File: config.mk
export PLATFORM = sky130hd
export DESIGN_NAME = sorted_priority_queue_core
export DESIGN_NICKNAME = d
export VERILOG_FILES = /design/src/rtl/spq_pkg.sv /design/src/rtl/spq_cell.sv /design/src/rtl/spq_ctrl.sv /design/src/rtl/sorted_priority_queue_core.sv
export SDC_FILE = /design/constraint.sdc
export NUM_CORES = 1
export LEC_CHECK = 0
export BUFFER_PORTS_ARGS = -buffer_cell sky130_fd_sc_hd__buf_2
export CAP_MARGIN = 20
export CORE_ASPECT_RATIO = 0.6
export CORE_MARGIN = 2
export CORE_UTILIZATION = 65
export CTS_CLUSTER_DIAMETER = 80
export DETAILED_ROUTE_END_ITERATION = 12
export PLACE_DENSITY_LB_ADDON = 0.15
export SLEW_MARGIN = 25
export SYNTH_ARGS = -nofsm -noshare
export SYNTH_HDL_FRONTEND = slang
export SYNTH_HIERARCHICAL = 1
export SYNTH_SLANG_ARGS = --single-unit
export TNS_END_PERCENT = 100
File: constraint.sdc
create_clock -name i_clk -period 4.7 [get_ports i_clk]
set_input_delay 0.705 -clock i_clk [delete_from_list [all_inputs] [get_ports i_clk]]
set_output_delay 0.705 -clock i_clk [all_outputs]
set_load 0.05 [all_outputs]
File: src/rtl/spq_pkg.sv
// ----------------------------------------------------------------------------
// spq_pkg
// Shared types and constants for the sorted priority queue cell row.
// ----------------------------------------------------------------------------
package spq_pkg;

    localparam int DEPTH_DEF     = 16;
    localparam int TIME_BITS_DEF = 16;
    localparam int CAP_W         = 5;
    localparam int INFO_W        = 8;
    localparam int CAP_RESET     = 16;

    typedef enum logic {
        CMD_ENQ = 1'b0,
        CMD_DEQ = 1'b1
    } t_cmd;

    typedef enum logic [1:0] {
        ST_ENQUEUED   = 2'd0,
        ST_DEQUEUED   = 2'd1,
        ST_FULL       = 2'd2,
        ST_EMPTY      = 2'd3
    } t_status;

    // Per-cycle operation broadcast to every cell
    typedef struct packed {
        logic enq;
        logic deq;
    } t_op;

endpackage

File: src/rtl/spq_cell.sv
// ----------------------------------------------------------------------------
// spq_cell
// One slot of the sorted row: holds a time/info pair, inserts or shifts.
// ----------------------------------------------------------------------------
module spq_cell #(
    parameter int TIME_BITS = 16,
    parameter int CNT_W     = 5,
    parameter int INDEX     = 0
) (
    input  logic                   i_clk,
    input  spq_pkg::t_op           i_op,
    input  logic [CNT_W-1:0]       i_count,
    input  logic [TIME_BITS-1:0]   i_key,
    input  logic [spq_pkg::INFO_W-1:0] i_info,
    input  logic                   i_left_gt,
    input  logic [TIME_BITS-1:0]   i_left_time,
    input  logic [spq_pkg::INFO_W-1:0] i_left_info,
    input  logic [TIME_BITS-1:0]   i_right_time,
    input  logic [spq_pkg::INFO_W-1:0] i_right_info,
    output logic                   o_gt,
    output logic [TIME_BITS-1:0]   o_time,
    output logic [spq_pkg::INFO_W-1:0] o_info
);
    import spq_pkg::*;

    localparam logic [CNT_W-1:0] IDX = CNT_W'(INDEX);

    logic [TIME_BITS-1:0] r_time, n_time;
    logic [INFO_W-1:0]    r_info, n_info;
    logic                 w_occ;

    // empty slots count as holding a larger time
    assign w_occ = (IDX < i_count);
    assign o_gt  = !w_occ || (r_time > i_key);

    always_comb begin
        n_time = r_time;
        n_info = r_info;
        if (i_op.enq && o_gt) begin
            if (i_left_gt) begin
                n_time = i_left_time;
                n_info = i_left_info;
            end else begin
                n_time = i_key;
                n_info = i_info;
            end
        end else if (i_op.deq) begin
            n_time = i_right_time;
            n_info = i_right_info;
        end
    end

    always_ff @(posedge i_clk) begin
        r_time <= n_time;
        r_info <= n_info;
    end

    assign o_time = r_time;
    assign o_info = r_info;

endmodule

File: src/rtl/spq_ctrl.sv
// ----------------------------------------------------------------------------
// spq_ctrl
// Fill count, capacity register, full/empty checks and result registers.
// ----------------------------------------------------------------------------
module spq_ctrl #(
    parameter int DEPTH     = 16,
    parameter int TIME_BITS = 16,
    parameter int CNT_W     = 5
) (
    input  logic                        i_clk,
    input  logic                        i_rst_n,
    input  logic                        i_cfg_we,
    input  logic [spq_pkg::CAP_W-1:0]   i_cfg_wdata,
    input  logic                        i_accept,
    input  logic                        i_command,
    input  logic [TIME_BITS-1:0]        i_head_time,
    input  logic [spq_pkg::INFO_W-1:0]  i_head_info,
    output logic                        o_ready,
    output spq_pkg::t_op                o_op,
    output logic [CNT_W-1:0]            o_count,
    output logic                        o_done,
    output spq_pkg::t_status            o_status,
    output logic [TIME_BITS-1:0]        o_out_time,
    output logic [spq_pkg::INFO_W-1:0]  o_out_payload,
    output logic [CNT_W-1:0]            o_occupancy
);
    import spq_pkg::*;

    localparam int CMP_W = (CNT_W > CAP_W) ? CNT_W : CAP_W;
    localparam logic [CNT_W-1:0] CNT_MAX = CNT_W'(DEPTH);

    logic                 r_ready;
    logic [CAP_W-1:0]     r_capacity;
    logic [CNT_W-1:0]     r_count, n_count;
    logic                 r_done;
    t_status              r_status, n_status;
    logic [TIME_BITS-1:0] r_out_time, n_out_time;
    logic [INFO_W-1:0]    r_out_info, n_out_info;
    logic                 w_full, w_empty;

    assign w_full  = (CMP_W'(r_count) >= CMP_W'(r_capacity)) || (r_count == CNT_MAX);
    assign w_empty = (r_count == '0);

    always_comb begin
        o_op       = '0;
        n_count    = r_count;
        n_status   = r_status;
        n_out_time = '0;
        n_out_info = '0;
        if (i_command == CMD_ENQ) begin
            if (w_full) begin
                n_status = ST_FULL;
            end else begin
                n_status  = ST_ENQUEUED;
                o_op.enq  = i_accept;
                n_count   = r_count + CNT_W'(1);
            end
        end else begin
            if (w_empty) begin
                n_status = ST_EMPTY;
            end else begin
                n_status   = ST_DEQUEUED;
                o_op.deq   = i_accept;
                n_count    = r_count - CNT_W'(1);
                n_out_time = i_head_time;
                n_out_info = i_head_info;
            end
        end
    end

    always_ff @(posedge i_clk) begin
        if (!i_rst_n) begin
            r_ready    <= 1'b0;
            r_capacity <= CAP_W'(CAP_RESET);
            r_count    <= '0;
            r_done     <= 1'b0;
        end else begin
            r_ready <= 1'b1;
            r_done  <= i_accept;
            if (i_cfg_we) begin
                r_capacity <= i_cfg_wdata;
            end
            if (i_accept) begin
                r_count <= n_count;
            end
        end
    end

    always_ff @(posedge i_clk) begin
        if (i_accept) begin
            r_status   <= n_status;
            r_out_time <= n_out_time;
            r_out_info <= n_out_info;
        end
    end

    assign o_ready       = r_ready;
    assign o_count       = r_count;
    assign o_done        = r_done;
    assign o_status      = r_status;
    assign o_out_time    = r_out_time;
    assign o_out_payload = r_out_info;
    assign o_occupancy   = r_count;

`ifndef SYNTHESIS
    a_count_bound: assert property (@(posedge i_clk) disable iff (!i_rst_n)
        r_count <= CNT_MAX)
        else $error("fill count above depth");

    a_done_follows: assert property (@(posedge i_clk) disable iff (!i_rst_n)
        i_accept |=> r_done)
        else $error("accepted transaction produced no result");

    a_enq_count: assert property (@(posedge i_clk) disable iff (!i_rst_n)
        (i_accept && !w_full && i_command == CMD_ENQ) |=>
            (r_count == $past(r_count) + CNT_W'(1)))
        else $error("enqueue did not bump count");

    a_reject_hold: assert property (@(posedge i_clk) disable iff (!i_rst_n)
        (r_done && (r_status == ST_FULL || r_status == ST_EMPTY)) |->
            (r_out_time == '0 && r_out_info == '0))
        else $error("rejected transaction returned data");

    a_no_both: assert property (@(posedge i_clk) disable iff (!i_rst_n)
        !(o_op.enq && o_op.deq))
        else $error("insert and shift-out in one cycle");
`endif

endmodule

File: src/rtl/sorted_priority_queue_core.sv
// ----------------------------------------------------------------------------
// sorted_priority_queue_core
// Sorted priority queue built as a row of compare/shift cells.
// ----------------------------------------------------------------------------
// Usage:
//  - Command channel: drive i_command (0 enqueue, 1 dequeue), i_key_time and
//    i_payload with start high; the transaction is taken on a rising edge
//    with start high and busy low.
//  - Every transaction returns one result in the following cycle: o_done is high for
//    exactly that cycle with o_status, o_out_time, o_out_payload and
//    o_occupancy. The receiver cannot stall; it must take the result then.
//  - Throughput: one transaction per cycle. Each cell compares its key with
//    the incoming one and either holds, takes the new entry, or takes its
//    left neighbor (insert), or its right neighbor (dequeue).
//  - Full enqueue (count at capacity or DEPTH) and empty dequeue return a
//    reject status and leave the queue untouched; data outputs read zero.
//  - Capacity: i_cfg_we / i_cfg_wdata write the capacity register (reset
//    16); values above DEPTH act as DEPTH. Write only while idle.
//  - Reset (synchronous, active low) empties the queue; busy stays high after
//    reset is released until the ready register is set. No store clearing pass.
// ----------------------------------------------------------------------------
module sorted_priority_queue_core #(
    parameter int DEPTH     = spq_pkg::DEPTH_DEF,
    parameter int TIME_BITS = spq_pkg::TIME_BITS_DEF,
    parameter int CNT_W     = $clog2(DEPTH + 1)
) (
    input  logic                        i_clk,
    input  logic                        i_rst_n,
    input  logic                        i_cfg_we,
    input  logic [spq_pkg::CAP_W-1:0]   i_cfg_wdata,
    input  logic                        start,
    output logic                        busy,
    input  logic                        i_command,
    input  logic [TIME_BITS-1:0]        i_key_time,
    input  logic [spq_pkg::INFO_W-1:0]  i_payload,
    output logic                        o_done,
    output spq_pkg::t_status            o_status,
    output logic [TIME_BITS-1:0]        o_out_time,
    output logic [spq_pkg::INFO_W-1:0]  o_out_payload,
    output logic [CNT_W-1:0]            o_occupancy
);
    import spq_pkg::*;

    logic                 w_ready;
    logic                 w_accept;
    t_op                  w_op;
    logic [CNT_W-1:0]     w_count;

    // cell row taps
    logic [TIME_BITS-1:0] w_time [DEPTH];
    logic [INFO_W-1:0]    w_info [DEPTH];
    logic                 w_gt   [DEPTH];

    assign busy     = !w_ready;
    assign w_accept = start && w_ready;

    spq_ctrl #(
        .DEPTH     (DEPTH),
        .TIME_BITS (TIME_BITS),
        .CNT_W     (CNT_W)
    ) u_ctrl (
        .i_clk         (i_clk),
        .i_rst_n       (i_rst_n),
        .i_cfg_we      (i_cfg_we),
        .i_cfg_wdata   (i_cfg_wdata),
        .i_accept      (w_accept),
        .i_command     (i_command),
        .i_head_time   (w_time[0]),
        .i_head_info   (w_info[0]),
        .o_ready       (w_ready),
        .o_op          (w_op),
        .o_count       (w_count),
        .o_done        (o_done),
        .o_status      (o_status),
        .o_out_time    (o_out_time),
        .o_out_payload (o_out_payload),
        .o_occupancy   (o_occupancy)
    );

    // Cell i takes the new entry when it is the first slot with a larger time,
    // and its left neighbor when that neighbor is also larger (shift right).
    for (genvar gi = 0; gi < DEPTH; gi++) begin : g_cell
        logic                 w_lgt;
        logic [TIME_BITS-1:0] w_ltime, w_rtime;
        logic [INFO_W-1:0]    w_linfo, w_rinfo;

        if (gi == 0) begin : g_head
            assign w_lgt   = 1'b0;
            assign w_ltime = i_key_time;
            assign w_linfo = i_payload;
        end else begin : g_mid
            assign w_lgt   = w_gt[gi-1];
            assign w_ltime = w_time[gi-1];
            assign w_linfo = w_info[gi-1];
        end

        if (gi == DEPTH - 1) begin : g_tail
            assign w_rtime = w_time[gi];
            assign w_rinfo = w_info[gi];
        end else begin : g_body
            assign w_rtime = w_time[gi+1];
            assign w_rinfo = w_info[gi+1];
        end

        spq_cell #(
            .TIME_BITS (TIME_BITS),
            .CNT_W     (CNT_W),
            .INDEX     (gi)
        ) u_cell (
            .i_clk        (i_clk),
            .i_op         (w_op),
            .i_count      (w_count),
            .i_key        (i_key_time),
            .i_info       (i_payload),
            .i_left_gt    (w_lgt),
            .i_left_time  (w_ltime),
            .i_left_info  (w_linfo),
            .i_right_time (w_rtime),
            .i_right_info (w_rinfo),
            .o_gt         (w_gt[gi]),
            .o_time       (w_time[gi]),
            .o_info       (w_info[gi])
        );
    end

endmodule
# ---- Yosys cells after proc, flatten, opt, wreduce, memory -nomap -nowiden
# Cells that the tools add are included.
dict set report op_classes {
  addsub 2
  mul 0
  div 0
  magnitude_cmp 33
  eq_ne 3
  shift 0
  muxes 101
  bitwise 1
  n_reduce_logical 69
}
# cell n
set ops {}
lappend ops {{16-bit two-way mux} 45}
lappend ops {{8-bit two-way mux} 45}
lappend ops {{16-bit greater-than comparator} 16}
lappend ops {{4-bit by 5-bit less-than comparator with 1-bit output (first input constant)} 8}
lappend ops {{2-bit nonzero test} 15}
lappend ops {{3-bit by 5-bit less-than comparator with 1-bit output (first input constant)} 4}
lappend ops {{1-bit logical AND} 17}
lappend ops {{1-bit zero test} 17}
lappend ops {{1-bit logical OR} 17}
lappend ops {{5-bit two-way mux} 3}
lappend ops {{1-bit by 5-bit less-than comparator with 1-bit output (first input constant)} 2}
lappend ops {{2-bit by 5-bit less-than comparator with 1-bit output (first input constant)} 2}
lappend ops {{2-bit two-way mux} 3}
lappend ops {{5-bit by 1-bit adder with 5-bit output (second input constant)} 1}
lappend ops {{5-bit equality test (second input constant)} 1}
lappend ops {{5-bit >= comparator} 1}
lappend ops {{5-bit zero test} 1}
lappend ops {{1-bit two-way mux} 5}
lappend ops {{5-bit by 1-bit subtractor with 5-bit output (second input constant)} 1}
lappend ops {{2-bit != test (second input constant)} 2}
lappend ops {{3-bit AND reduction} 1}
lappend ops {{2-bit OR reduction} 1}
lappend ops {{1-bit NOT} 1}
dict set report word_totals {
  register_bits 422
  latch_bits 0
  mem_bits_rw 0
  mem_bits_ro 0
  input_bits 34
  out_inout_bits 33
  elab_cells 248
  memories 0
}

# ---- Longest topological paths before layout
dict set report depth {
  ltp_word 6
  mapped_depth 12
  depth_no_buf 10
}

# ---- Hierarchy
# Netlist, hierarchy kept.
# module instances cells_per_inst area_per_inst_um2 seq_area_each_um2
set by_module_without_submodules {}
lappend by_module_without_submodules {{spq_cell (g_cell[0].u_cell ...)} 3 160 1828.0 720.7}
lappend by_module_without_submodules {{spq_cell (g_cell[10].u_cell ...)} 2 160 1829.3 720.7}
lappend by_module_without_submodules {{spq_cell (g_cell[14].u_cell ...)} 2 159 1825.5 720.7}
lappend by_module_without_submodules {{spq_cell (g_cell[11].u_cell ...)} 2 159 1824.2 720.7}
lappend by_module_without_submodules {{spq_cell (g_cell[13].u_cell ...)} 2 159 1823.0 720.7}
lappend by_module_without_submodules {{spq_cell (g_cell[4].u_cell)} 1 158 1841.8 720.7}
lappend by_module_without_submodules {{spq_cell (g_cell[7].u_cell)} 1 159 1836.8 720.7}
lappend by_module_without_submodules {{spq_cell (g_cell[3].u_cell)} 1 159 1821.7 720.7}
lappend by_module_without_submodules {{spq_cell (g_cell[15].u_cell)} 1 158 1815.5 720.7}
lappend by_module_without_submodules {{spq_cell (g_cell[2].u_cell)} 1 159 1814.2 720.7}
lappend by_module_without_submodules {spq_ctrl 1 139 1712.9 1021.0}
lappend by_module_without_submodules {sorted_priority_queue_core 1 3 13.8 0.0}

# ---- Least setup slack after synthesis
# No wires, ideal clock.
dict set report synth_timing {
  kind {input -> register}
  start {input port start}
  end {register g_cell[0].u_cell.r_info[0], enable pin}
  setup_ns 0.382
  t_arrival_ns 3.521
  path_slack_ns 0.797
  path_stages 8
  path_buffers 1
  path_cell_list {and2_1 nand2_1 a311o_4 inv_4 o41ai_4 a31oi_4 buf_6 or2_1}
}
# item line_no
set synth_rtl {}
lappend synth_rtl {{start: declaration} sorted_priority_queue_core.sv:31} ;# input logic start,
lappend synth_rtl {{end signal: assignment} spq_cell.sv:55} ;# r_info <= n_info;
lappend synth_rtl {{end: declaration} spq_cell.sv:29} ;# logic [INFO_W-1:0] r_info, n_info;

# ---- Worst setup path in the final report
dict set report layout_timing {
  start {input port i_key_time[15]}
  end {register g_cell[4].u_cell.r_time[1], data pin}
}
dict set report layout_via {
  elab_chain_cells 4
}
# item line_no
set layout_rtl {}
lappend layout_rtl {{start: declaration} sorted_priority_queue_core.sv:34} ;# input logic [TIME_BITS-1:0] i_key_time,
lappend layout_rtl {{16-bit greater-than comparator} spq_cell.sv:34} ;# assign o_gt = !w_occ || (r_time > i_key);
lappend layout_rtl {{1-bit logical OR} spq_cell.sv:34}
lappend layout_rtl {{named net g_cell[4].w_lgt} sorted_priority_queue_core.sv:83} ;# logic w_lgt;
lappend layout_rtl {{16-bit two-way mux} spq_cell.sv:40} ;# if (i_left_gt) begin
lappend layout_rtl {{16-bit two-way mux} spq_cell.sv:39} ;# if (i_op.enq && o_gt) begin
lappend layout_rtl {{named net g_cell[4].u_cell.n_time[1]} spq_cell.sv:28} ;# logic [TIME_BITS-1:0] r_time, n_time;
lappend layout_rtl {{end signal: assignment} spq_cell.sv:54} ;# r_time <= n_time;
lappend layout_rtl {{end: declaration} spq_cell.sv:28}
# The timed path passes the listed nets, and every way through them passes these cells.
# A chain may end at the register's enable or synchronous reset.

==> flow_summary.toml <==
[outcome]
status = "completed"

[floorplanning]
rows = 61
die_y_um = 173
ios = 67
dieArea_um2 = 49400
core_area_um2 = 46600
dieWidth_um = 286
start_util = 0.663

[logic_synthesis]
synth_area_um2 = 30900
syn_inst = 2684
ys.warnings.count = 6
avgSynthCellArea_um2 = 11.5

[critical_path]
cpLargestDelayFamily = "compound AO/OA/AOI/OAI gates"
path_buf_inv = 3
crit_chain = "buf_2 > inv_1 > ha_1 > nand4_2 > or4_4 > a21o_1 > nand3_1 > a21o_1 > buf_4 > o21ai_0 > mux2_4"
cpMostUsedCell = "a21o_1"
reg2reg_from = "g_cell[3].u_cell/o_time[15]"
end_kind = "flop"
crit_required_ns = 5.02
critPathLaunch = "i_key_time[15]"
cp_slowest_stage_delay_ns = 0.79
critPathLaunchType = "input port"
cp_max_fo = 26
worstPathArrival_ns = 4.12
slowest_stage = "a21o_1"
critPathKind = "in2reg"

[sta]
fmax_mhz = 263
hold_violations = 0
max_slew_margin = 0.325
rsz0062_at_grt = "false"
skew_ns = 0.0173
slew_viol_final = 0
period_share = 0.808
setup_viol = 0
min_period_ns = 3.80
tightest_slew_ns = 1.01
finalSetupTns_ns = 0

[pwr]
p_comb_frac = 0.246
cellLeakagePower_nw = 14.3
p_sw_mw = 3.35
p_int_mw = 7.85
p_per_area_nw_per_um2 = 336
clkPwrFrac = 0.328
swShare = 0.299
p_seq_frac = 0.426
max-vdd-ir-drop_mv = 0.249

[cells_and_area]
drive_gt1_frac = 0.289
fillers = 3198
final_util = 0.716
area_growth_pct = 7.99
layout.nets = 3058
n_antenna_cell = 0

[min_path]
worstHoldPathType = "in2reg"
hold_start = "i_rst_n"

[placed_design]
dp_hpwl_um = 59100
port_buffers = 66
gp_congestion = 0.901

[run]
maxCapViolCount = 0

[drt]
finalWirelength_um = 77600
drtAntennaViolNets = 0
drc_errors = 0
num_vias = 21800
routed_via_density = 6.38
first_pass_iters = 6
drt_iter0_drc = 2678
post_drt_wl_per_cell_um = 22.7

[clocking]
path_clk_slew_ns = 0.07
cts_sinks = 422
root_buffer = "clkbuf_16"
numCtsBuffers = 43
h-tree-depth = 2
post_cts_resized = 0
cts_tree = "yes"
post_cts_buffers = 0
clock_latency_ns = 0.57
holdBufCountCts = 0
clockBufferDepth = 3

[global_route]
grt_pass1_wl_um = 122000
grt_max_degree = 40
antenna_found_initial = 0
grt_pass1_vias = 21700
grt_usage = 0.311
grt-ovfl-total = 0
through the flow:
| step | cell area [um^2] | power (mW) | std cells | hold WS, ns | worst slack [ns] |
|---|---|---|---|---|---|
| 3_5_place_dp | 31900 | 7.51 | 3343 | 0.491 | 0.402 |
| 3_3_place_gp | 31900 | 7.37 | 3343 | 0.478 | 0.505 |
| 6_report | 33400 | 11.2 | 3420 | 0.346 | 0.902 |
| 2_1_floorplan | 30900 | 6.77 | 2686 | 0.459 | 0.797 |
| 5_1_grt | 33400 | 11.6 | 3420 | 0.344 | 0.762 |
| 4_1_cts | 33400 | 11.2 | 3419 | 0.334 | 1.01 |
metal layers:
metal  track usage  up-vias  wire [um]
met5             0        -          0
met4        0.0534        0       1090
met1         0.501    10700      37400
li1              -     9961          -
met2         0.425     1066      30600
met3        0.0695       86       8540
sequential cells by signal (all words and copies together), names as in the netlist:
| name | cells |
|---|---|
| u_ctrl/r_capacity | 5 |
| u_ctrl/o_status | 2 |
| u_ctrl/o_count | 5 |
| u_ctrl/o_out_payload | 8 |
| g_cell.u_cell/o_info | 128 |
| u_ctrl/o_out_time | 16 |
| g_cell.u_cell/o_time | 256 |
| u_ctrl/o_done | 1 |
| u_ctrl/o_ready | 1 |
area by class of cell:
| class | count | area, um^2 | share of cell area |
|---|---|---|---|
| Timing Repair Buffer | 135 | 943 | 0.0283 |
| Multi-Input combinational cell | 1887 | 16600 | 0.498 |
| Tap cell | 630 | 788 | 0.0236 |
| Clock inverter | 26 | 310 | 0.00929 |
| Inverter | 270 | 1020 | 0.0304 |
| Clock buffer | 50 | 1150 | 0.0346 |
| Sequential cell | 422 | 12600 | 0.376 |
path summary, 6_finish.rpt:
check                                to  slack, ns  cells after the start
max          g_cell[4].u_cell/o_time[1]       0.90                     11
min                      u_ctrl/o_ready       0.35                      1
max reg2reg  g_cell[4].u_cell/o_time[1]       1.02                      9
min reg2reg        u_ctrl/r_capacity[4]       0.50                      2
layout by cell type, fill, tap and decap left out, drive strengths merged, types with 28 or more instances in the layout:
cell and n:
a21oi 105, clkbuf 50, edfxtp 410, nand2 365
buf 135, mux2 528, a21o 33, o21bai 28
nand4 33, nor3 42, inv 270, and2 29
o21ai 277, ha 264
power by group through the flow:
| stage | Clock, mW | Combinational [mW] | Sequential, mW |
|---|---|---|---|
| 6_report | 3.67 | 2.76 | 4.77 |
| 3_3_place_gp | 0 | 2.53 | 4.84 |
| 3_5_place_dp | 0 | 2.67 | 4.84 |
| 4_1_cts | 3.71 | 2.69 | 4.77 |
| 2_1_floorplan | 0 | 1.95 | 4.81 |
| 5_1_grt | 3.86 | 2.98 | 4.80 |
(Power assumes the default switching activity.)
